<file path="src/sv/psco_pkg.sv">
package psco_pkg;

  // Result selection for one word
  typedef logic [1:0] mode_t;

  localparam mode_t MODE_START  = 2'd0;  // degenerate segment or before start: A - P
  localparam mode_t MODE_END    = 2'd1;  // beyond end: B - P
  localparam mode_t MODE_INTERP = 2'd2;  // inside: A + t*D - P

endpackage

</file>
<file path="src/sv/psco_back.sv">
module psco_back #(
  parameter int CW = 32,
  parameter int FB = 16
) (
  input  logic                 clk,
  input  logic                 rst_n,
  input  logic                 valid_i,
  output logic                 ready_o,
  input  psco_pkg::mode_t      mode_i,
  input  logic [FB:0]          t_i,
  input  logic signed [CW:0]   d_i [3],
  input  logic signed [CW:0]   e_i [3],
  output logic                 valid_o,
  input  logic                 ready_i,
  output logic signed [CW-1:0] res_o [3]
);

  localparam int MW = FB + CW + 3;

  logic                 v1_r, v2_r;
  logic                 en1, en2;
  psco_pkg::mode_t      mode1_r;
  logic signed [MW-1:0] prod1_r [3];
  logic signed [CW:0]   d1_r [3];
  logic signed [CW:0]   e1_r [3];
  logic signed [CW-1:0] res2_r [3];
  logic signed [CW-1:0] res_nxt [3];

  assign en2     = !v2_r || ready_i;
  assign en1     = !v1_r || en2;
  assign ready_o = en1;

  always_ff @(posedge clk) begin
    if (!rst_n) begin
      v1_r <= 1'b0;
      v2_r <= 1'b0;
    end else begin
      if (en1) v1_r <= valid_i;
      if (en2) v2_r <= v1_r;
    end
  end

  // Scale D by the ratio
  always_ff @(posedge clk) begin
    if (en1) begin
      mode1_r <= mode_i;
      for (int k = 0; k < 3; k++) begin
        prod1_r[k] <= $signed({1'b0, t_i}) * d_i[k];
        d1_r[k]    <= d_i[k];
        e1_r[k]    <= e_i[k];
      end
    end
  end

  // Select the offset and saturate
  always_comb begin
    logic signed [CW:0]   s;
    logic signed [CW+1:0] v;
    for (int k = 0; k < 3; k++) begin
      s = (CW+1)'(prod1_r[k] >>> FB);
      case (mode1_r)
        psco_pkg::MODE_START: v = -{e1_r[k][CW], e1_r[k]};
        psco_pkg::MODE_END:   v = {d1_r[k][CW], d1_r[k]} - {e1_r[k][CW], e1_r[k]};
        default:              v = {s[CW], s} - {e1_r[k][CW], e1_r[k]};
      endcase
      if (v[CW+1:CW-1] == 3'b000 || v[CW+1:CW-1] == 3'b111) begin
        res_nxt[k] = v[CW-1:0];
      end else if (v[CW+1]) begin
        res_nxt[k] = {1'b1, {(CW-1){1'b0}}};
      end else begin
        res_nxt[k] = {1'b0, {(CW-1){1'b1}}};
      end
    end
  end

  always_ff @(posedge clk) begin
    if (en2) res2_r <= res_nxt;
  end

  assign valid_o = v2_r;
  assign res_o   = res2_r;

endmodule

</file>
<file path="config.mk">
export PLATFORM = sky130hd
export DESIGN_NAME = psco_back
export DESIGN_NICKNAME = d
export VERILOG_FILES = /design/src/sv/psco_pkg.sv /design/src/sv/psco_back.sv
export SDC_FILE = /design/constraint.sdc
export NUM_CORES = 2
export LEC_CHECK = 0
export BUFFER_PORTS_ARGS = -buffer_cell sky130_fd_sc_hd__buf_4
export CAP_MARGIN = 0
export CORE_AREA = 2 2 406 328
export DETAILED_ROUTE_END_ITERATION = 8
export DIE_AREA = 0 0 408 330
export PLACE_DENSITY = 0.86
export SETUP_SLACK_MARGIN = 0.05
export SYNTH_ARGS = -nofsm -noshare
export SYNTH_HDL_FRONTEND = slang
export SYNTH_SLANG_ARGS = --single-unit
</file>
<file path="constraint.sdc">
create_clock -name clk -period 13.1 [get_ports clk]
set_input_delay 2.62 -clock clk [delete_from_list [all_inputs] [get_ports clk]]
set_output_delay 2.62 -clock clk [all_outputs]
set_load 0.02 [all_outputs]
</file>
==> results.json <==
{
  "fill_cells": 9911,
  "chipWidth_um": 408,
  "synth_area_sq_um": 77810,
  "port_buffers": 318,
  "fin_crit_ps": 10270,
  "crit_fanout": 74,
  "dpl-instance-area_sq_um": 81370,
  "wl_per_cell_um": 21.26,
  "cts_hold_buf": 0,
  "clock_latency_ps": 630,
  "final_common_cell": "inv_1",
  "ctsHtreeMaxLevel": 2,
  "synth_nets": 10390,
  "routabilityCongestion": 0.9876,
  "ys_seq_area_frac": 0.1530,
  "finalHoldViolCount": 0,
  "final_layout_size_suffix_gt1_frac": 0.07091,
  "outcome": "finished, final reports clean",
  "core_area_sq_um": 130600,
  "async_flop_share": 0,
  "synthFlopType": "edfxtp_1",
  "end_kind": "register",
  "synthCells": 8166,
  "holdWs_ps": 598.7,
  "startpoint": "t_i[6]",
  "clkSinkCount": 397,
  "gr-total-overflow": 0,
  "criticalPathCategory": "in -> reg",
  "dr.pass1.iters": 6,
  "rows": 119,
  "cts-root-buf": "clkbuf_16",
  "area_growth_pct": 6.635,
  "cts_setup_buffers": 0,
  "clock_path_buffers": 3,
  "crit_required_ps": 13540,
  "stdcell_area_sq_um": 82970,
  "slew_headroom": 0.1202,
  "skew_ps": 20.45,
  "ios": 319,
  "die_y_um": 330,
  "finalCritPeriodShare": 0.7836,
  "arrival_ps": 10710,
  "cts_resized": 0,
  "routed_wl_um": 213100,
  "dieArea_sq_um": 134600,
  "drc": 0,
  "setup_viol_count_final": 0,
  "drv_slew": 0,
  "ys_types": 76,
  "drt_iter0_markers": 5481,
  "final_antenna_net_count": 0,
  "synth-seq-cells": 397,
  "avgSynthCellArea_sq_um": 9.528,
  "timing.fmax_mhz": 97.42,
  "r2r_start": "mode1_r[0]",
  "place_hpwl_um": 161600,
  "min_from": "v1_r",
  "critPathLaunchType": "input port",
  "synth-edff-count": 395,
  "utilization": 0.6354,
  "tns_ps": 0,
  "start_util": 0.5959,
  "clk_pin_slew_worst_paths_ps": 60,
  "rsz0062_at_grt": "false",
  "cts_tree": "done",
  "via_per_inst": 5.734,
  "max-cap-violations": 0,
  "grt_max_degree": 122,
  "vias": 57480,
  "hold_path.class": "reg -> reg",
  "grt_usage": 0.3239,
  "layout_common_cells": "inv_1 (2015), fa_1 (1569), and2_1 (985)",
  "final_nets": 10440,
  "first_global_vias": 62350,
  "worstMarginPinSlew_ps": 1303,
  "antenna_found_initial": 26,
  "cts_made_buffers": 45,
  "grt_pass1_wl_um": 339200,
  "yosys_warnings": 0
}
-- registers in the layout, summed over array words and instances (netlist names) --
name,cells
v1_r,1
prod1_r,99
d1_r,99
valid_o,1
e1_r,99
mode1_r,2
res_o,96
-- worst max-delay path, stage by stage --
cell and delay, ps:
buf_4 720, buf_4 470, and2_1 210, fa_1 400, inv_1 90, fa_1 430, fa_1 520, inv_1 60
fa_1 500, fa_1 500, inv_1 50, fa_1 480, inv_1 50, ha_1 350, a21oi_1 110, a21oi_1 230
a221oi_1 110, nor2b_1 160, a211oi_1 130, o41ai_1 1130, a311o_1 400, nor3b_1 490, a41oi_1 190, a311oi_1 230
-- synthesized netlist by cell type (all sizes together), types with 25 or more instances --
master	n	area [sq um]
nand2	854	3206
and2	985	6162
nand4	26	162.7
clkbuf	342	1284
and3	25	156.4
o21ai	204	1111
a21o	100	750.7
inv	2016	7567
o21a	28	210.2
nand3	58	290.3
a21oi	198	1013
fa	1569	31410
edfxtp	395	11860
ha	438	5480
xnor2	227	1988
nor3	52	260.3
xor2	67	586.8
nor2	137	514.2
nand2b	26	170.2
mux2	97	1092
nor2b	30	187.7
a31oi	28	175.2
-- per-stage QoR --
stage	cells	worst slack, ps
floorplan	8166	1420
detailed placement	9923	2419
global placement	9923	2695
CTS	10000	3040
global route	10020	2558
finish	10020	2835
-- final timing paths --
path / cells past startpoint / end / slack, ps
worst max-delay path: 24 / prod1_r[0][47] / 2830
worst min-delay path: 2 / v1_r / 600
worst max register to register: 14 / res_o[1] / 6960
worst min register to register: 2 / v1_r / 600
-- cells by family (layout without fill, tap and decap cells) --
group	after synthesis	in the layout	share of synthesized area
DFF	397	397	0.1530
xor gates and xnor gates	294	294	0.03309
other	0	20	0
muxes	107	107	0.01533
AOI/OAI and AO/OA	719	719	0.05935
adders and majority gates	2007	2007	0.4741
buffers and inverters	2369	2453	0.1150
and+or+nand+nor	2273	2273	0.1502
-- routing by layer --
layer / routed length, um / share of wire / GRT usage
met3: 30270 / 0.14 / 0.1168
met5: 80 / 0.00038 / 0
met4: 8202 / 0.038 / 0.1137
met1: 80230 / 0.38 / 0.4268
met2: 94330 / 0.44 / 0.4982
-- final cells by class --
| class | instances | area [sq um] | area share |
|---|---|---|---|
| diodes | 20 | 50.05 | 0.0006032 |
| clock buffers | 50 | 1176 | 0.01418 |
| clock inverters | 31 | 362.8 | 0.004373 |
| inverters | 2016 | 7570 | 0.09124 |
| multi-input cells | 5400 | 57030 | 0.6874 |
| flip-flops and latches | 397 | 11900 | 0.1434 |
| well taps | 1754 | 2195 | 0.02645 |
| repair buffers | 356 | 2685 | 0.03236 |
Power is left out: the tool's default activity adds up to more than one toggle a clock period on the data nets, which glitch-free logic cannot reach.
